$ cat config.mk
export PLATFORM = sky130hd
export DESIGN_NAME = linear_interp_resampler_core_flat
export DESIGN_NICKNAME = d
export VERILOG_FILES = /design/src/rtl/lir_pkg.sv /design/src/rtl/lir_if.sv /design/src/rtl/lir_cfg.sv /design/src/rtl/lir_div.sv /design/src/rtl/lir_interp.sv /design/src/rtl/linear_interp_resampler_core.sv /design/src/flat_wrapper.sv
export VERILOG_INCLUDE_DIRS = /design/src /design/src/rtl
export SDC_FILE = /design/constraint.sdc
export NUM_CORES = 1
export LEC_CHECK = 0
export BUFFER_PORTS_ARGS = -buffer_cell sky130_fd_sc_hd__buf_2
export CELL_PAD_IN_SITES_DETAIL_PLACEMENT = 2
export CELL_PAD_IN_SITES_GLOBAL_PLACEMENT = 2
export CORE_ASPECT_RATIO = 1.75
export CORE_MARGIN = 10
export CORE_UTILIZATION = 40
export CTS_BUF_LIST = sky130_fd_sc_hd__clkbuf_4 sky130_fd_sc_hd__clkbuf_8 sky130_fd_sc_hd__clkbuf_16
export CTS_CLUSTER_DIAMETER = 120
export DETAILED_ROUTE_END_ITERATION = 8
export PLACE_DENSITY = 0.86
export SKIP_CTS_REPAIR_TIMING = 1
export SYNTH_ARGS = -nofsm -noshare
export SYNTH_HDL_FRONTEND = slang
export SYNTH_SLANG_ARGS = --single-unit
$ cat constraint.sdc
create_clock -name i_clk -period 5.6 [get_ports i_clk]
set_clock_uncertainty 0.05 [all_clocks]
set_input_delay 0.84 -clock i_clk [delete_from_list [all_inputs] [get_ports i_clk]]
set_output_delay 0.84 -clock i_clk [all_outputs]
set_load 0.05 [all_outputs]
$ cat src/rtl/linear_interp_resampler_core_defines.svh
// ----------------------------------------------------------------------------
// Assertion macros for the linear interpolation resampler
// Shared concurrent assertion forms, clocked on i_clk and quiet in reset.
// ----------------------------------------------------------------------------
`ifndef LINEAR_INTERP_RESAMPLER_CORE_DEFINES_SVH
`define LINEAR_INTERP_RESAMPLER_CORE_DEFINES_SVH

// Same-cycle implication: whenever pre holds, post holds too.
`define LIR_ASSERT_IMPL(label, pre, post, msg) \
    label: assert property (@(posedge i_clk) disable iff (!i_rst_n) \
        (pre) |-> (post)) else $error(msg);

// Next-cycle implication: whenever pre holds, post holds in the cycle after.
`define LIR_ASSERT_NEXT(label, pre, post, msg) \
    label: assert property (@(posedge i_clk) disable iff (!i_rst_n) \
        (pre) |=> (post)) else $error(msg);

`endif

$ cat src/rtl/lir_pkg.sv
// ----------------------------------------------------------------------------
// Resampler package
// Fixed widths, register map, controller states and the divider structs.
// ----------------------------------------------------------------------------
package lir_pkg;

    // Rate registers and phase state
    localparam int RATE_W     = 18;
    localparam int CC_W       = 3;
    localparam int FRAC_BITS  = 15;
    localparam int DIV_STEP_W = 5;

    // Result counting per input sample
    localparam int MAX_RESULTS = 64;
    localparam int RES_CNT_W   = 7;
    localparam int CHN_W       = 4;

    // Configuration port
    localparam int PADDR_W = 4;
    localparam int PDATA_W = 32;

    localparam logic [1:0] REG_IN_RATE  = 2'd0;
    localparam logic [1:0] REG_OUT_RATE = 2'd1;
    localparam logic [1:0] REG_CHANNELS = 2'd2;

    localparam logic [RATE_W-1:0] IN_RATE_RST  = 18'd16000;
    localparam logic [RATE_W-1:0] OUT_RATE_RST = 18'd48000;
    localparam logic [CC_W-1:0]   CHANNELS_RST = 3'd1;

    localparam logic [RATE_W-1:0] SKIP_MAX = {RATE_W{1'b1}};

    typedef struct packed {
        logic [RATE_W-1:0] in_rate;
        logic [RATE_W-1:0] out_rate;
        logic [CC_W-1:0]   channel_count;
    } t_cfg;

    // Divider request: the partial remainder starts at init_p and the
    // dividend bits shift in MSB first for the given number of steps.
    typedef struct packed {
        logic                  start;
        logic [RATE_W-1:0]     init_p;
        logic [RATE_W:0]       dividend;
        logic [DIV_STEP_W-1:0] steps;
    } t_div_req;

    typedef struct packed {
        logic              done;
        logic [RATE_W:0]   quot;
        logic [RATE_W-1:0] rem;
    } t_div_rsp;

    typedef enum logic [3:0] {
        S_IDLE,
        S_ERR,
        S_FOLD,
        S_SCAN,
        S_TDIV,
        S_MUL,
        S_EMIT,
        S_ADV,
        S_FINISH
    } t_state;

endpackage

$ cat src/rtl/lir_if.sv
// ----------------------------------------------------------------------------
// Resampler stream interfaces
// Valid/ready channels for input samples and resampled results.
// ----------------------------------------------------------------------------
interface lir_in_if #(
    parameter int SAMPLE_BITS = 16
);
    logic                          valid;
    logic                          ready;
    logic signed [SAMPLE_BITS-1:0] sample_in;
    logic                          last_sample;

    modport source (output valid, sample_in, last_sample, input ready);
    modport sink   (input valid, sample_in, last_sample, output ready);
endinterface

interface lir_out_if #(
    parameter int SAMPLE_BITS = 16,
    parameter int CH_W        = 2
);
    logic                          valid;
    logic                          ready;
    logic signed [SAMPLE_BITS-1:0] sample_out;
    logic [CH_W-1:0]               channel_index;
    logic                          last_of_run;
    logic                          block_end;
    logic                          ratio_error;

    modport source (output valid, sample_out, channel_index, last_of_run,
                    block_end, ratio_error, input ready);
    modport sink   (input valid, sample_out, channel_index, last_of_run,
                    block_end, ratio_error, output ready);
endinterface

$ cat src/rtl/lir_cfg.sv
// ----------------------------------------------------------------------------
// Resampler configuration registers
// APB-style register file for the two rates and the channel count.
// ----------------------------------------------------------------------------
module lir_cfg import lir_pkg::*; (
    input  logic               i_clk,
    input  logic               i_rst_n,
    input  logic               psel,
    input  logic               penable,
    input  logic               pwrite,
    input  logic [PADDR_W-1:0] paddr,
    input  logic [PDATA_W-1:0] pwdata,
    output logic [PDATA_W-1:0] prdata,
    output logic               pready,
    output t_cfg               o_cfg
);

    logic [RATE_W-1:0] r_in_rate;
    logic [RATE_W-1:0] r_out_rate;
    logic [CC_W-1:0]   r_channels;
    logic              w_wr;
    logic [1:0]        w_idx;

    assign pready = 1'b1;
    assign w_wr   = psel && penable && pwrite;
    assign w_idx  = paddr[3:2];

    // Write on the access cycle
    always_ff @(posedge i_clk) begin
        if (!i_rst_n) begin
            r_in_rate  <= IN_RATE_RST;
            r_out_rate <= OUT_RATE_RST;
            r_channels <= CHANNELS_RST;
        end else if (w_wr) begin
            unique case (w_idx)
                REG_IN_RATE:  r_in_rate  <= pwdata[RATE_W-1:0];
                REG_OUT_RATE: r_out_rate <= pwdata[RATE_W-1:0];
                REG_CHANNELS: r_channels <= pwdata[CC_W-1:0];
                default: begin
                end
            endcase
        end
    end

    // Read back
    always_comb begin
        unique case (w_idx)
            REG_IN_RATE:  prdata = PDATA_W'(r_in_rate);
            REG_OUT_RATE: prdata = PDATA_W'(r_out_rate);
            REG_CHANNELS: prdata = PDATA_W'(r_channels);
            default:      prdata = '0;
        endcase
    end

    assign o_cfg = '{in_rate: r_in_rate, out_rate: r_out_rate,
                     channel_count: r_channels};

endmodule

$ cat src/rtl/lir_div.sv
// ----------------------------------------------------------------------------
// Resampler bit-serial divider
// Restoring division by out_rate, one quotient bit per cycle.
// ----------------------------------------------------------------------------
module lir_div import lir_pkg::*; (
    input  logic              i_clk,
    input  logic              i_rst_n,
    input  t_div_req          i_req,
    input  logic [RATE_W-1:0] i_divisor,
    output t_div_rsp          o_rsp
);

    logic                  r_busy;
    logic                  r_done;
    logic [DIV_STEP_W-1:0] r_cnt;
    logic [RATE_W-1:0]     r_p;
    logic [RATE_W:0]       r_d;
    logic [RATE_W:0]       r_q;
    logic [RATE_W:0]       w_trial;
    logic [RATE_W:0]       w_diff;
    logic                  w_fit;

    // Shift one dividend bit into the partial remainder and try a subtract
    assign w_trial = {r_p, r_d[RATE_W]};
    assign w_fit   = w_trial >= {1'b0, i_divisor};
    assign w_diff  = w_trial - {1'b0, i_divisor};

    always_ff @(posedge i_clk) begin
        if (!i_rst_n) begin
            r_busy <= 1'b0;
            r_done <= 1'b0;
            r_cnt  <= '0;
        end else begin
            r_done <= 1'b0;
            if (i_req.start) begin
                r_busy <= 1'b1;
                r_cnt  <= i_req.steps;
            end else if (r_busy) begin
                r_cnt <= r_cnt - 1'b1;
                if (r_cnt == DIV_STEP_W'(1)) begin
                    r_busy <= 1'b0;
                    r_done <= 1'b1;
                end
            end
        end
    end

    // Datapath: partial remainder, dividend and quotient shift registers
    always_ff @(posedge i_clk) begin
        if (i_req.start) begin
            r_p <= i_req.init_p;
            r_d <= i_req.dividend;
            r_q <= '0;
        end else if (r_busy) begin
            r_p <= w_fit ? w_diff[RATE_W-1:0] : w_trial[RATE_W-1:0];
            r_d <= {r_d[RATE_W-1:0], 1'b0};
            r_q <= {r_q[RATE_W-1:0], w_fit};
        end
    end

    assign o_rsp = '{done: r_done, quot: r_q, rem: r_p};

endmodule

$ cat src/rtl/lir_interp.sv
// ----------------------------------------------------------------------------
// Resampler interpolator
// Serial shift-add product of (b - a) by the phase fraction, then a + floor
// of the scaled product, saturated to the sample range.
// ----------------------------------------------------------------------------
module lir_interp import lir_pkg::*; #(
    parameter int SAMPLE_BITS = 16
) (
    input  logic                          i_clk,
    input  logic                          i_rst_n,
    input  logic                          i_start,
    input  logic signed [SAMPLE_BITS-1:0] i_a,
    input  logic signed [SAMPLE_BITS-1:0] i_b,
    input  logic [FRAC_BITS-1:0]          i_t,
    output logic                          o_done,
    output logic signed [SAMPLE_BITS-1:0] o_value
);

    localparam int DW    = SAMPLE_BITS + 1;
    localparam int PW    = DW + FRAC_BITS;
    localparam int SW    = SAMPLE_BITS + 2;
    localparam int CNT_W = $clog2(FRAC_BITS + 1);

    localparam logic signed [SW-1:0] HI = {3'b000, {(SAMPLE_BITS-1){1'b1}}};
    localparam logic signed [SW-1:0] LO = {3'b111, {(SAMPLE_BITS-1){1'b0}}};

    logic                          r_busy;
    logic                          r_fin;
    logic                          r_done;
    logic [CNT_W-1:0]              r_cnt;
    logic signed [DW-1:0]          r_diff;
    logic [FRAC_BITS-1:0]          r_t;
    logic signed [PW-1:0]          r_acc;
    logic signed [SAMPLE_BITS-1:0] r_a;
    logic signed [SAMPLE_BITS-1:0] r_value;
    logic signed [PW-1:0]          w_addend;
    logic signed [SW-1:0]          w_sum;

    assign w_addend = r_t[FRAC_BITS-1] ? {{FRAC_BITS{r_diff[DW-1]}}, r_diff} : '0;
    // Arithmetic shift of the product gives the floor
    assign w_sum = {{2{r_a[SAMPLE_BITS-1]}}, r_a}
                 + {r_acc[PW-1], r_acc[PW-1:FRAC_BITS]};

    // Sequence: multiply steps, then an add-and-clamp step
    always_ff @(posedge i_clk) begin
        if (!i_rst_n) begin
            r_busy <= 1'b0;
            r_fin  <= 1'b0;
            r_done <= 1'b0;
            r_cnt  <= '0;
        end else begin
            r_done <= 1'b0;
            r_fin  <= 1'b0;
            if (i_start) begin
                r_busy <= 1'b1;
                r_cnt  <= CNT_W'(FRAC_BITS);
            end else if (r_busy) begin
                r_cnt <= r_cnt - 1'b1;
                if (r_cnt == CNT_W'(1)) begin
                    r_busy <= 1'b0;
                    r_fin  <= 1'b1;
                end
            end else if (r_fin) begin
                r_done <= 1'b1;
            end
        end
    end

    // Datapath: MSB-first shift-add over the fraction bits
    always_ff @(posedge i_clk) begin
        if (i_start) begin
            r_diff <= {i_b[SAMPLE_BITS-1], i_b} - {i_a[SAMPLE_BITS-1], i_a};
            r_a    <= i_a;
            r_t    <= i_t;
            r_acc  <= '0;
        end else if (r_busy) begin
            r_acc <= (r_acc <<< 1) + w_addend;
            r_t   <= {r_t[FRAC_BITS-2:0], 1'b0};
        end else if (r_fin) begin
            if (w_sum > HI) begin
                r_value <= HI[SAMPLE_BITS-1:0];
            end else if (w_sum < LO) begin
                r_value <= LO[SAMPLE_BITS-1:0];
            end else begin
                r_value <= w_sum[SAMPLE_BITS-1:0];
            end
        end
    end

    assign o_done  = r_done;
    assign o_value = r_value;

endmodule

$ cat src/rtl/linear_interp_resampler_core.sv
// ----------------------------------------------------------------------------
// Linear interpolation resampler core
// Converts a block of mono samples from in_rate to out_rate by linear
// interpolation and sends each frame once per output channel.
//
//   Channel   Dir   Handshake          Carries
//   i_in      in    valid/ready        sample_in, last_sample
//   o_out     out   valid/ready        sample_out, channel_index,
//                                      last_of_run, block_end, ratio_error
//   cfg       in    APB write/read     in_rate, out_rate, channel_count
//
// One sample at a time: i_in.ready is high only while the controller idles.
// An item may first fold the remainder after a rate change; each frame then
// passes a scan step, the fraction division, the multiply and clamp, one
// emit per channel and the phase advance; held frames after the last sample
// skip the division and the multiply.
// Reset is synchronous; no clearing pass is needed.
// A full output register under a stalled o_out holds emit, error and finish.
// ----------------------------------------------------------------------------
`include "linear_interp_resampler_core_defines.svh"

module linear_interp_resampler_core import lir_pkg::*; #(
    parameter int SAMPLE_BITS  = 16,
    parameter int MAX_CHANNELS = 4,
    parameter int MAX_UPSAMPLE = 8
) (
    input  logic               i_clk,
    input  logic               i_rst_n,
    lir_in_if.sink             i_in,
    lir_out_if.source          o_out,
    input  logic               psel,
    input  logic               penable,
    input  logic               pwrite,
    input  logic [PADDR_W-1:0] paddr,
    input  logic [PDATA_W-1:0] pwdata,
    output logic [PDATA_W-1:0] prdata,
    output logic               pready
);

    localparam int CH_W = (MAX_CHANNELS > 1) ? $clog2(MAX_CHANNELS) : 1;
    localparam int UP_W = RATE_W + 5;

    t_cfg     w_cfg;
    t_div_req w_div_req;
    t_div_rsp w_div_rsp;

    logic                          w_mul_start;
    logic                          w_mul_done;
    logic signed [SAMPLE_BITS-1:0] w_mul_value;

    t_state r_state, n_state;

    logic signed [SAMPLE_BITS-1:0] r_prev, n_prev;
    logic                          r_have_prev, n_have_prev;
    logic [RATE_W-1:0]             r_rem, n_rem;
    logic [RATE_W-1:0]             r_skip, n_skip;
    logic signed [SAMPLE_BITS-1:0] r_cur, n_cur;
    logic                          r_last, n_last;
    logic                          r_tail, n_tail;
    logic [RES_CNT_W-1:0]          r_n, n_n;
    logic [CHN_W-1:0]              r_chans, n_chans;
    logic [CH_W-1:0]               r_ch, n_ch;
    logic signed [SAMPLE_BITS-1:0] r_val, n_val;

    logic                          r_pend_valid, n_pend_valid;
    logic signed [SAMPLE_BITS-1:0] r_pend_sample, n_pend_sample;
    logic [CH_W-1:0]               r_pend_ch, n_pend_ch;

    logic                          r_out_valid, n_out_valid;
    logic signed [SAMPLE_BITS-1:0] r_out_sample, n_out_sample;
    logic [CH_W-1:0]               r_out_ch, n_out_ch;
    logic                          r_out_lor, n_out_lor;
    logic                          r_out_be, n_out_be;
    logic                          r_out_err, n_out_err;

    logic             w_out_free;
    logic             w_bad_ratio;
    logic             w_room;
    logic [UP_W-1:0]  w_up_limit;
    logic [CHN_W-1:0] w_chans;
    logic [CHN_W-1:0] w_cc;
    logic [RATE_W:0]  w_adv_sum;

    // Saturating add of a quotient onto the skip count
    function automatic logic [RATE_W-1:0] sat_skip(input logic [RATE_W-1:0] skip,
                                                   input logic [RATE_W:0]   quot);
        logic [RATE_W+1:0] sum;
        sum = {2'b00, skip} + {1'b0, quot};
        return (sum > {2'b00, SKIP_MAX}) ? SKIP_MAX : sum[RATE_W-1:0];
    endfunction

    lir_cfg u_cfg (
        .i_clk   (i_clk),
        .i_rst_n (i_rst_n),
        .psel    (psel),
        .penable (penable),
        .pwrite  (pwrite),
        .paddr   (paddr),
        .pwdata  (pwdata),
        .prdata  (prdata),
        .pready  (pready),
        .o_cfg   (w_cfg)
    );

    lir_div u_div (
        .i_clk     (i_clk),
        .i_rst_n   (i_rst_n),
        .i_req     (w_div_req),
        .i_divisor (w_cfg.out_rate),
        .o_rsp     (w_div_rsp)
    );

    lir_interp #(
        .SAMPLE_BITS (SAMPLE_BITS)
    ) u_interp (
        .i_clk   (i_clk),
        .i_rst_n (i_rst_n),
        .i_start (w_mul_start),
        .i_a     (r_prev),
        .i_b     (r_cur),
        .i_t     (w_div_rsp.quot[FRAC_BITS-1:0]),
        .o_done  (w_mul_done),
        .o_value (w_mul_value)
    );

    // Rate check, channel clamp and per-sample result room
    assign w_up_limit  = UP_W'(w_cfg.in_rate) * UP_W'(MAX_UPSAMPLE);
    assign w_bad_ratio = (w_cfg.in_rate == '0) || (w_cfg.out_rate == '0)
                      || (UP_W'(w_cfg.out_rate) > w_up_limit);
    assign w_cc        = CHN_W'(w_cfg.channel_count);
    assign w_chans     = (w_cc == '0) ? CHN_W'(1)
                       : (w_cc > CHN_W'(MAX_CHANNELS)) ? CHN_W'(MAX_CHANNELS) : w_cc;
    assign w_room      = ({1'b0, r_n} + (RES_CNT_W+1)'(r_chans))
                      <= (RES_CNT_W+1)'(MAX_RESULTS);
    assign w_adv_sum   = {1'b0, r_rem} + {1'b0, w_cfg.in_rate};
    assign w_out_free  = !r_out_valid || o_out.ready;

    assign i_in.ready = (r_state == S_IDLE);

    // Drive the result port from the output register
    assign o_out.valid         = r_out_valid;
    assign o_out.sample_out    = r_out_sample;
    assign o_out.channel_index = r_out_ch;
    assign o_out.last_of_run   = r_out_lor;
    assign o_out.block_end     = r_out_be;
    assign o_out.ratio_error   = r_out_err;

    // State register and control state
    always_ff @(posedge i_clk) begin
        if (!i_rst_n) begin
            r_state      <= S_IDLE;
            r_prev       <= '0;
            r_have_prev  <= 1'b0;
            r_rem        <= '0;
            r_skip       <= '0;
            r_tail       <= 1'b0;
            r_n          <= '0;
            r_ch         <= '0;
            r_pend_valid <= 1'b0;
            r_out_valid  <= 1'b0;
        end else begin
            r_state      <= n_state;
            r_prev       <= n_prev;
            r_have_prev  <= n_have_prev;
            r_rem        <= n_rem;
            r_skip       <= n_skip;
            r_tail       <= n_tail;
            r_n          <= n_n;
            r_ch         <= n_ch;
            r_pend_valid <= n_pend_valid;
            r_out_valid  <= n_out_valid;
        end
    end

    // Payload registers
    always_ff @(posedge i_clk) begin
        r_cur         <= n_cur;
        r_last        <= n_last;
        r_chans       <= n_chans;
        r_val         <= n_val;
        r_pend_sample <= n_pend_sample;
        r_pend_ch     <= n_pend_ch;
        r_out_sample  <= n_out_sample;
        r_out_ch      <= n_out_ch;
        r_out_lor     <= n_out_lor;
        r_out_be      <= n_out_be;
        r_out_err     <= n_out_err;
    end

    // Next state and outputs
    always_comb begin
        n_state       = r_state;
        n_prev        = r_prev;
        n_have_prev   = r_have_prev;
        n_rem         = r_rem;
        n_skip        = r_skip;
        n_cur         = r_cur;
        n_last        = r_last;
        n_tail        = r_tail;
        n_n           = r_n;
        n_chans       = r_chans;
        n_ch          = r_ch;
        n_val         = r_val;
        n_pend_valid  = r_pend_valid;
        n_pend_sample = r_pend_sample;
        n_pend_ch     = r_pend_ch;
        n_out_valid   = r_out_valid && !o_out.ready;
        n_out_sample  = r_out_sample;
        n_out_ch      = r_out_ch;
        n_out_lor     = r_out_lor;
        n_out_be      = r_out_be;
        n_out_err     = r_out_err;
        w_div_req     = '{start: 1'b0, init_p: '0, dividend: '0, steps: '0};
        w_mul_start   = 1'b0;

        unique case (r_state)
            // Take a request and decide how to start it
            S_IDLE: begin
                if (i_in.valid) begin
                    n_cur   = i_in.sample_in;
                    n_last  = i_in.last_sample;
                    n_chans = w_chans;
                    n_tail  = 1'b0;
                    n_n     = '0;
                    n_ch    = '0;
                    if (w_bad_ratio) begin
                        n_state = S_ERR;
                    end else if (r_rem >= w_cfg.out_rate) begin
                        w_div_req = '{start: 1'b1, init_p: '0,
                                      dividend: {r_rem, 1'b0},
                                      steps: DIV_STEP_W'(RATE_W)};
                        n_state = S_FOLD;
                    end else begin
                        n_state = S_SCAN;
                    end
                end
            end

            // Unusable rates: one flagged zero result, drop the state
            S_ERR: begin
                if (w_out_free) begin
                    n_out_valid  = 1'b1;
                    n_out_sample = '0;
                    n_out_ch     = '0;
                    n_out_lor    = 1'b1;
                    n_out_be     = r_last;
                    n_out_err    = 1'b1;
                    n_prev       = '0;
                    n_have_prev  = 1'b0;
                    n_rem        = '0;
                    n_skip       = '0;
                    n_state      = S_IDLE;
                end
            end

            // Fold an oversized remainder into the skip count
            S_FOLD: begin
                if (w_div_rsp.done) begin
                    n_rem   = w_div_rsp.rem;
                    n_skip  = sat_skip(r_skip, w_div_rsp.quot);
                    n_state = S_SCAN;
                end
            end

            // Pick the next frame, or close the current phase
            S_SCAN: begin
                if (!r_tail) begin
                    if (r_have_prev && r_skip == '0 && w_room) begin
                        w_div_req = '{start: 1'b1, init_p: r_rem, dividend: '0,
                                      steps: DIV_STEP_W'(FRAC_BITS)};
                        n_state = S_TDIV;
                    end else begin
                        if (r_have_prev && r_skip != '0) begin
                            n_skip = r_skip - 1'b1;
                        end
                        n_prev      = r_cur;
                        n_have_prev = 1'b1;
                        if (r_last) begin
                            n_tail = 1'b1;
                        end else begin
                            n_state = S_FINISH;
                        end
                    end
                end else begin
                    if (r_skip == '0 && w_room) begin
                        n_val   = r_cur;
                        n_ch    = '0;
                        n_state = S_EMIT;
                    end else begin
                        n_prev      = '0;
                        n_have_prev = 1'b0;
                        n_rem       = '0;
                        n_skip      = '0;
                        n_state     = S_FINISH;
                    end
                end
            end

            // Fraction ready: start the interpolation product
            S_TDIV: begin
                if (w_div_rsp.done) begin
                    w_mul_start = 1'b1;
                    n_state     = S_MUL;
                end
            end

            S_MUL: begin
                if (w_mul_done) begin
                    n_val   = w_mul_value;
                    n_ch    = '0;
                    n_state = S_EMIT;
                end
            end

            // Send one copy per channel through the pending stage
            S_EMIT: begin
                if (w_out_free) begin
                    if (r_pend_valid) begin
                        n_out_valid  = 1'b1;
                        n_out_sample = r_pend_sample;
                        n_out_ch     = r_pend_ch;
                        n_out_lor    = 1'b0;
                        n_out_be     = 1'b0;
                        n_out_err    = 1'b0;
                    end
                    n_pend_valid  = 1'b1;
                    n_pend_sample = r_val;
                    n_pend_ch     = r_ch;
                    n_n           = r_n + 1'b1;
                    if (CHN_W'(r_ch) == r_chans - 1'b1) begin
                        w_div_req = '{start: 1'b1, init_p: '0, dividend: w_adv_sum,
                                      steps: DIV_STEP_W'(RATE_W + 1)};
                        n_state = S_ADV;
                    end else begin
                        n_ch = r_ch + 1'b1;
                    end
                end
            end

            // Advance the frame position by in_rate / out_rate
            S_ADV: begin
                if (w_div_rsp.done) begin
                    n_rem   = w_div_rsp.rem;
                    n_skip  = sat_skip(r_skip, w_div_rsp.quot);
                    n_state = S_SCAN;
                end
            end

            // Release the final result with its end marks
            S_FINISH: begin
                if (!r_pend_valid) begin
                    n_state = S_IDLE;
                end else if (w_out_free) begin
                    n_out_valid  = 1'b1;
                    n_out_sample = r_pend_sample;
                    n_out_ch     = r_pend_ch;
                    n_out_lor    = 1'b1;
                    n_out_be     = r_last;
                    n_out_err    = 1'b0;
                    n_pend_valid = 1'b0;
                    n_state      = S_IDLE;
                end
            end

            default: begin
                n_state = S_IDLE;
            end
        endcase
    end

    // Checks on controller behavior
    `LIR_ASSERT_IMPL(a_tdiv_rem_below, r_state == S_TDIV, r_rem < w_cfg.out_rate, "rem too large")
    `LIR_ASSERT_IMPL(a_result_cap, 1'b1, r_n <= RES_CNT_W'(MAX_RESULTS), "result count above cap")
    `LIR_ASSERT_IMPL(a_idle_no_pend, r_state == S_IDLE, !r_pend_valid, "pending result at idle")
    `LIR_ASSERT_IMPL(a_err_result, r_out_valid && r_out_err, r_out_lor && r_out_sample == '0, "bad flag")
    `LIR_ASSERT_NEXT(a_emit_fills_pend, r_state == S_EMIT && w_out_free, r_pend_valid, "copy not held")

endmodule

$ cat src/flat_wrapper.sv
// flat-port wrapper written by rule: the top's interface ports become plain ports
module linear_interp_resampler_core_flat import lir_pkg::*;
#(
    parameter int SAMPLE_BITS  = 16,
    parameter int MAX_CHANNELS = 4,
    parameter int MAX_UPSAMPLE = 8
)
  (i_clk, i_rst_n, psel, penable, pwrite, paddr, pwdata, prdata, pready, i_in_valid, i_in_sample_in, i_in_last_sample, i_in_ready, o_out_valid, o_out_sample_out, o_out_channel_index, o_out_last_of_run, o_out_block_end, o_out_ratio_error, o_out_ready);
  lir_in_if #(.SAMPLE_BITS(SAMPLE_BITS)) i_in_i ();
  lir_out_if #(.SAMPLE_BITS(SAMPLE_BITS), .CH_W(2)) o_out_i ();
  input  logic i_clk;
  input  logic i_rst_n;
  input  logic psel;
  input  logic penable;
  input  logic pwrite;
  input  logic [PADDR_W-1:0] paddr;
  input  logic [PDATA_W-1:0] pwdata;
  output logic [PDATA_W-1:0] prdata;
  output logic pready;
  input wire logic [$bits(i_in_i.valid)-1:0] i_in_valid;
  input wire logic [$bits(i_in_i.sample_in)-1:0] i_in_sample_in;
  input wire logic [$bits(i_in_i.last_sample)-1:0] i_in_last_sample;
  output wire logic [$bits(i_in_i.ready)-1:0] i_in_ready;
  output wire logic [$bits(o_out_i.valid)-1:0] o_out_valid;
  output wire logic [$bits(o_out_i.sample_out)-1:0] o_out_sample_out;
  output wire logic [$bits(o_out_i.channel_index)-1:0] o_out_channel_index;
  output wire logic [$bits(o_out_i.last_of_run)-1:0] o_out_last_of_run;
  output wire logic [$bits(o_out_i.block_end)-1:0] o_out_block_end;
  output wire logic [$bits(o_out_i.ratio_error)-1:0] o_out_ratio_error;
  input wire logic [$bits(o_out_i.ready)-1:0] o_out_ready;
  assign i_in_i.valid = i_in_valid;
  assign i_in_i.sample_in = i_in_sample_in;
  assign i_in_i.last_sample = i_in_last_sample;
  assign i_in_ready = i_in_i.ready;
  assign o_out_valid = o_out_i.valid;
  assign o_out_sample_out = o_out_i.sample_out;
  assign o_out_channel_index = o_out_i.channel_index;
  assign o_out_last_of_run = o_out_i.last_of_run;
  assign o_out_block_end = o_out_i.block_end;
  assign o_out_ratio_error = o_out_i.ratio_error;
  assign o_out_i.ready = o_out_ready;
  linear_interp_resampler_core #(.SAMPLE_BITS(SAMPLE_BITS), .MAX_CHANNELS(MAX_CHANNELS), .MAX_UPSAMPLE(MAX_UPSAMPLE)) u_core (.i_clk(i_clk), .i_rst_n(i_rst_n), .i_in(i_in_i), .o_out(o_out_i), .psel(psel), .penable(penable), .pwrite(pwrite), .paddr(paddr), .pwdata(pwdata), .prdata(prdata), .pready(pready));
endmodule
==> results of run 1 <==
[stage by stage]
step	std cells	total power [mW]
after floorplan	2255	4.58
after global placement	2934	5.14
after detailed placement	2934	5.33
after CTS	3006	8.50
after global routing	3006	8.77
final	3006	8.55
[state kept, by name, indices dropped and copies added (netlist names), 17 cells and up]
register	cells
u_core.u_div.r_q	19
u_core.u_div.r_p	18
u_core.u_div.r_d	19
u_core.u_cfg.r_out_rate	18
u_core.u_interp.r_acc	32
u_core.u_interp.r_diff	17
u_core.r_skip	18
u_core.r_rem	18
u_core.u_cfg.r_in_rate	18
[kinds of logic (layout without fill, tap and decap cells)]
logic type,after synthesis,in the layout,share of synthesized area (%)
AND/OR/NAND/NOR,735,735,16.8
AO/OA/AOI/OAI,594,594,18.7
flip-flops,349,349,41.9
buffers and inverters,225,304,4.53
adder cells (fa/ha/maj),170,170,10.4
XOR/XNOR,93,93,3.91
multiplexers,74,74,3.64
other,2,15,0.0360
[Yosys cell counts (18+ instances only)]
cell	instances	area, µm²
xor2_1	39	342
nand2b_1	23	144
xnor2_1	54	473
nor2b_1	50	313
nor3_1	51	255
inv_1	123	462
and3_1	18	113
a31oi_1	24	150
clkbuf_1	58	218
nor2_1	139	522
o21a_1	30	225
o21ai_0	127	636
and2_1	25	156
edfxtp_1	176	5290
buf_4	18	135
mux2i_1	59	591
nand2_1	270	1010
ha_1	162	2030
a21oi_1	146	731
dfxtp_1	173	3460
a21boi_0	48	360
nand3_1	79	395
o211ai_1	24	180
nand4_1	21	131
a21o_1	54	405
[power by group]
group	internal, mW	switching, mW
Clock	1.78	1.22
Sequential	2.97	0.273
Combinational	0.662	1.64
[path summary, 6_finish.rpt]
| path | startpoint | end | slack (ns) |
|---|---|---|---|
| max | u_core.u_interp.r_a[0] | u_core.u_interp.o_value[5] | 0.84 |
| min | u_core.r_val[12] | u_core.r_pend_sample[12] | 0.39 |
| max reg2reg | u_core.u_interp.r_a[0] | u_core.u_interp.o_value[5] | 0.84 |
| min reg2reg | u_core.r_val[12] | u_core.r_pend_sample[12] | 0.39 |
[layout make-up]
class	count	share of cell area, %
Clock buffer	57	4.96
Clock inverter	15	1.15
Inverter	125	2.01
Multi-Input combinational cell	1681	48.2
Sequential cell	349	37.5
Tap cell	672	3.60
Timing Repair Buffer	107	2.54
[worst max-delay path, cell delays in order (launching register included)]
cell	delay, ns
edfxtp_1	0.44
ha_1	0.26
inv_1	0.11
fa_1	0.26
nor2b_1	0.09
o31a_1	0.30
o41ai_1	0.60
nand2_1	0.28
a21oi_1	0.33
a21oi_1	0.15
xor2_1	0.25
a21oi_1	0.93
o21ai_0	0.34
[per-layer routing]
layer / up-vias / global-route usage [%]
li1: 8203 / -
met2: 764 / 55.4
met1: 9637 / 26.6
met5: - / 0
met3: 405 / 4.83
met4: 0 / 24.7
==> flow_summary_export.csv, run 1 <==
group,metric,value,unit
status,status,"complete, no violations",
global_route,antenna_found_initial,0,
critical_path,cp.required,5.77,ns
synthesis,postSynth.asyncResetShare,0,%
placement,numPortBuffers,84,
drt,drt-initial-drc-count,1257,
layout,stdcell_area,0.0233,mm²
floorplan,core,0.0515,mm²
critical_path,worst_ep_arrival_time,4.93,ns
synthesis,synth_flop_cell,"edfxtp_1",
layout,post-route-util,45.3,%
drt,dr_wl_met3,4.06,mm
layout,nets,2532,
global_route,grt_max_degree,71,
synthesis,synth_edf_count,176,
layout,register_area,0.00875,mm²
sta,post-route-period-util,85.0,%
sta,max_freq,210,MHz
flow_run,cap_viol_max_count,0,
sta,hold_viol,0,
placement,preCtsSetupSlack,1.31,ns
critical_path,worst-path-max-fanout,13,
sta,rsz0062_at_grt,"false",
sta,slew_headroom,14.7,%
sta,tightest_slew,1.27,ns
min_path,hp-class,"reg -> reg",
synthesis,ys_ff_latch,349,
sta,period_minus_slack,4.76,ns
pwr,powerDensity,366,mW/mm²
clock_network,clockBufferDepth,3,
synthesis,synthDistinctLibCells,84,
sta,slew_viol_final,0,
clock_network,cts_buffers,39,
global_route,first_global_vias,21772,
synthesis,ys_seq_area_share,41.9,%
sta,setup_ws,0.841,ns
sta,whs,0.386,ns
critical_path,path_class,"reg -> reg",
critical_path,critPathLaunchType,"flip-flop",
clock_network,cts_tree,"yes",
pwr,p_leak,9.45,nW
layout,drive_above_1_share,9.43,%
synthesis,synthesis.area,0.0209,mm²
placement,place_congestion,0.853,
synthesis,ys_warn_count,0,
clock_network,clock_sink_count,349,
drt,routed-wl-met2,50.4,mm
drt,top_layer,"met4",
synthesis,synth_area_per_cell,9.30,µm²
global_route,track_usage,29.5,%
floorplan,die_w,193,µm
drt,drtAntennaViolNets,0,
min_path,hold_depth,0,
critical_path,reg2reg_depth,12,
clock_network,clockRootBuffer,"clkbuf_16",
drt,drc_errors,0,
global_route,overflow,0,
synthesis,synthCells,2242,
layout,multi_input_area,0.0113,mm²
layout,fill_cells,5461,
drt,totalWireLength,92.4,mm
floorplan,rows,110,
floorplan,initial_core_util,40.5,%
drt,vias_per_cell,6.32,
placement,placed_area,0.0219,mm²
sta,tns,0,ns
layout,final_common_cell,"nand2_1",
floorplan,dieHeight,322,µm
floorplan,boundaryPins,116,
drt,wirelength_met1,29.3,mm
layout,antennaDiodeCount,0,
sta,setup_viol,0,
critical_path,end_kind,"flip-flop",
drt,drt-pass1-iter-count,6,
clock_network,h-tree-depth,2,
placement,dp_hpwl,59.2,mm
clock_network,clk_pin_slew,0.07,ns
layout,area_growth,11.9,%
floorplan,dieArea,0.0620,mm²
drt,wire_per_inst,30.7,µm
global_route,grt_first_pass_wirelength,139,mm
clock_network,insertion_delay,0.58,ns
pwr,ir_drop,0.252,mV
drt,num_vias,19009,
layout,layout_common_cells,"270 x nand2_1, 176 x edfxtp_1, 173 x dfxtp_1, 162 x ha_1, 146 x a21oi_1",
(Power assumes the default switching activity.)
==> inputs of run 2 (changes only) <==
--- a/config.mk
+++ b/config.mk
@@ -6,16 +6,17 @@
 export SDC_FILE = /design/constraint.sdc
 export NUM_CORES = 1
 export LEC_CHECK = 0
+export ABC_AREA = 1
 export BUFFER_PORTS_ARGS = -buffer_cell sky130_fd_sc_hd__buf_2
 export CELL_PAD_IN_SITES_DETAIL_PLACEMENT = 2
 export CELL_PAD_IN_SITES_GLOBAL_PLACEMENT = 2
 export CORE_ASPECT_RATIO = 1.75
 export CORE_MARGIN = 10
-export CORE_UTILIZATION = 40
+export CORE_UTILIZATION = 34
 export CTS_BUF_LIST = sky130_fd_sc_hd__clkbuf_4 sky130_fd_sc_hd__clkbuf_8 sky130_fd_sc_hd__clkbuf_16
 export CTS_CLUSTER_DIAMETER = 120
 export DETAILED_ROUTE_END_ITERATION = 8
-export PLACE_DENSITY = 0.86
+export PLACE_DENSITY = 0.83
 export SKIP_CTS_REPAIR_TIMING = 1
 export SYNTH_ARGS = -nofsm -noshare
 export SYNTH_HDL_FRONTEND = slang
==> constraint.sdc (replaced) <==
create_clock -name i_clk -period 4.1 [get_ports i_clk]
set_clock_uncertainty 0.05 [all_clocks]
set_input_delay 0.615 -clock i_clk [delete_from_list [all_inputs] [get_ports i_clk]]
set_output_delay 0.615 -clock i_clk [all_outputs]
set_load 0.05 [all_outputs]
==> flow_summary_export.csv, run 2 <==
group,metric,value,unit
global_route,grt_max_degree,56,
placement,dp_hpwl,68.4,mm
layout,area_growth,12.1,%
layout,nets,3253,
sta,slew_headroom,32.5,%
drt,drc_errors,0,
sta,post-route-period-util,88.7,%
clock_network,h-tree-depth,2,
synthesis,synth_edf_count,176,
critical_path,cpPeakStageDelay,0.72,ns
critical_path,end_kind,"flip-flop",
sta,tns,0,ns
min_path,hold_depth,1,
drt,drt-initial-drc-count,840,
drt,drt-pass1-iter-count,5,
synthesis,yosys.area.top_type_share,23.6,%
sta,rsz0062_at_grt,"false",
clock_network,clockBufferDepth,3,
global_route,antenna_found_initial,1,
critical_path,critPathSlowestCell,"nor2_4",
synthesis,synthDistinctLibCells,62,
layout,largest_reg_flops,32,
synthesis,ys_seq_area_share,39.0,%
layout,layout_common_cells,"696 x nand2_1, 389 x inv_1, 232 x nor2_1, 221 x a21oi_1, 214 x o21ai_0",
layout,fill_cells,7622,
global_route,first_global_vias,24345,
pwr,ir_drop,0.290,mV
layout,final_common_cell,"nand2_1",
critical_path,worst-path-max-fanout,40,
synthesis,synth_flop_cell,"edfxtp_1",
critical_path,timing.rr.start,"u_core.r_n[0]",
clock_network,insertion_delay,0.59,ns
min_path,hold_start,"i_in_sample_in[0]",
synthesis,synthesis.area,0.0224,mm²
critical_path,critPathLaunchType,"flip-flop",
critical_path,cp.required,4.56,ns
sta,hold_viol,0,
placement,numPortBuffers,84,
sta,max_freq,275,MHz
sta,setup_viol,0,
critical_path,cp_cell_sequence,"ha_1 > inv_1 > fa_1 > inv_1 > nand2_1 > nand2_1 > nand2_2 > nor2_2 > xor2_2 > a21oi_2 > nand3_1 > nor2_4 > nor2_4 > inv_2 > buf_4 > nor2_1",
drt,wire_per_inst,22.6,µm
placement,preCtsSetupSlack,0.487,ns
drt,vias_per_cell,5.39,
layout,drive_above_1_share,9.86,%
synthesis,synth_area_per_cell,7.65,µm²
pwr,p_leak,11.2,nW
drt,totalWireLength,89.0,mm
pwr,powerDensity,489,mW/mm²
sta,tightest_slew,1.01,ns
critical_path,worst_ep_arrival_time,4.10,ns
floorplan,core,0.0653,mm²
layout,largest_registers,"u_core.u_interp.r_acc: 32 flops, u_core.u_div.r_d: 19 flops, u_core.u_div.r_q: 19 flops",
global_route,grt_first_pass_wirelength,138,mm
sta,setup_ws,0.462,ns
floorplan,die_w,214,µm
floorplan,rows,124,
global_route,track_usage,22.5,%
synthesis,synth_common_cells,"697 x nand2_1, 389 x inv_1, 233 x nor2_1",
min_path,worstHoldEndpoint,"u_core.r_cur[0]",
status,status,"complete, no violations",
sta,slew_viol_final,0,
global_route,overflow,0,
synthesis,yosys-top-cells-area,"edfxtp_1 24%, dfxtp_1 15%, nand2_1 12%",
synthesis,yosys.cell_count.top_type,"nand2_1",
layout,antennaDiodeCount,0,
critical_path,ff2ff_setup_slack,0.46,ns
synthesis,synth_area_leader_cell,"edfxtp_1",
floorplan,dieHeight,360,µm
layout,largest_register,"u_core.u_interp.r_acc",
critical_path,crit_buf_inv,4,
clock_network,clockRootBuffer,"clkbuf_16",
clock_network,clock_sink_count,349,
clock_network,cts_buffers,38,
floorplan,boundaryPins,116,
min_path,hp-class,"in -> reg",
drt,drtAntennaViolNets,0,
placement,place_congestion,0.897,
critical_path,path_class,"reg -> reg",
synthesis,postSynth.asyncResetShare,0,%
critical_path,reg2reg_depth,16,
critical_path,r2r-end,"u_core.u_div.r_q[7]",
critical_path,critPathTopFamily,"simple AND/OR/NAND/NOR gates",
synthesis,ys_ff_latch,349,
floorplan,initial_core_util,34.3,%
synthesis,synthCells,2931,
flow_run,cap_viol_max_count,0,
synthesis,ys_warn_count,0,
clock_network,clk_pin_slew,0.07,ns
clock_network,cts_tree,"yes",
drt,num_vias,21212,
sta,period_minus_slack,3.64,ns
floorplan,dieArea,0.0770,mm²
run 2: cell types whose count changed in the layout (fill, tap and decap cells not counted), moves of 59 or more:
cell     previous run  this run
mux2i_1            59         0
o21ai_0           127       214
inv_1             123       389
nor2_1            137       232
a21oi_1           146       221
nand2_1           270       696
run 2: final cells by class:
cell class	count	area, µm²	area share, %
Clock buffer	57	1150	4.59
Clock inverter	13	103	0.408
Inverter	405	1530	6.07
Multi-Input combinational cell	2094	11700	46.5
Sequential cell	349	8750	34.8
Tap cell	882	1100	4.39
Timing Repair Buffer	136	811	3.22
run 2: cells by family after synthesis:
| kind of cell | synth area share (%) |
|---|---|
| AOI/OAI and AO/OA | 15.7 |
| xor gates and xnor gates | 3.31 |
| adders and majority gates | 9.66 |
| buffers and inverters | 9.05 |
| DFF | 39.0 |
| other | 0.0335 |
| and+or+nand+nor | 23.2 |
run 2: per-layer routing:
layer	track usage, %	wire (µm)
met3	2.21	2090
met4	16.4	6970
met1	19.8	29300
met5	0	0
met2	45.8	50600
run 2: worst max path at each step:
stage / end / slack, ns / start / cells past startpoint
2_1_floorplan: u_core.u_div.r_cnt[0] / 0.49 / u_core.r_n[0] / 14
3_3_place_gp: u_core.u_div.r_q[2] / 0.58 / u_core.r_n[0] / 16
3_5_place_dp: u_core.u_div.r_q[11] / 0.49 / u_core.r_n[0] / 16
4_1_cts: u_core.u_div.r_q[7] / 0.43 / u_core.r_n[0] / 16
5_1_grt: u_core.u_div.r_q[8] / 0.14 / u_core.r_n[0] / 16
6_report: u_core.u_div.r_q[7] / 0.46 / u_core.r_n[0] / 16
run 2: report_power, final:
| group | switching, mW | leakage [nW] | total, mW | internal, mW |
|---|---|---|---|---|
| combinational | 3.01 | 7.54 | 4.23 | 1.22 |
| sequential | 0.351 | 3.04 | 4.49 | 4.14 |
| clock | 1.61 | 0.629 | 3.59 | 1.98 |
run 2: metrics by stage:
step / util [%] / area, µm² / cells / hold WS, ns / power (mW)
2_1_floorplan: - / 22500 / 2944 / 0.350 / 7.37
3_5_place_dp: 36.6 / 23900 / 3866 / 0.357 / 8.74
5_1_grt: 38.5 / 25200 / 3936 / 0.146 / 13.0
6_report: 38.5 / 25200 / 3936 / 0.156 / 12.3
4_1_cts: 38.5 / 25200 / 3936 / 0.137 / 12.4
3_3_place_gp: 36.6 / 23900 / 3866 / 0.351 / 8.48
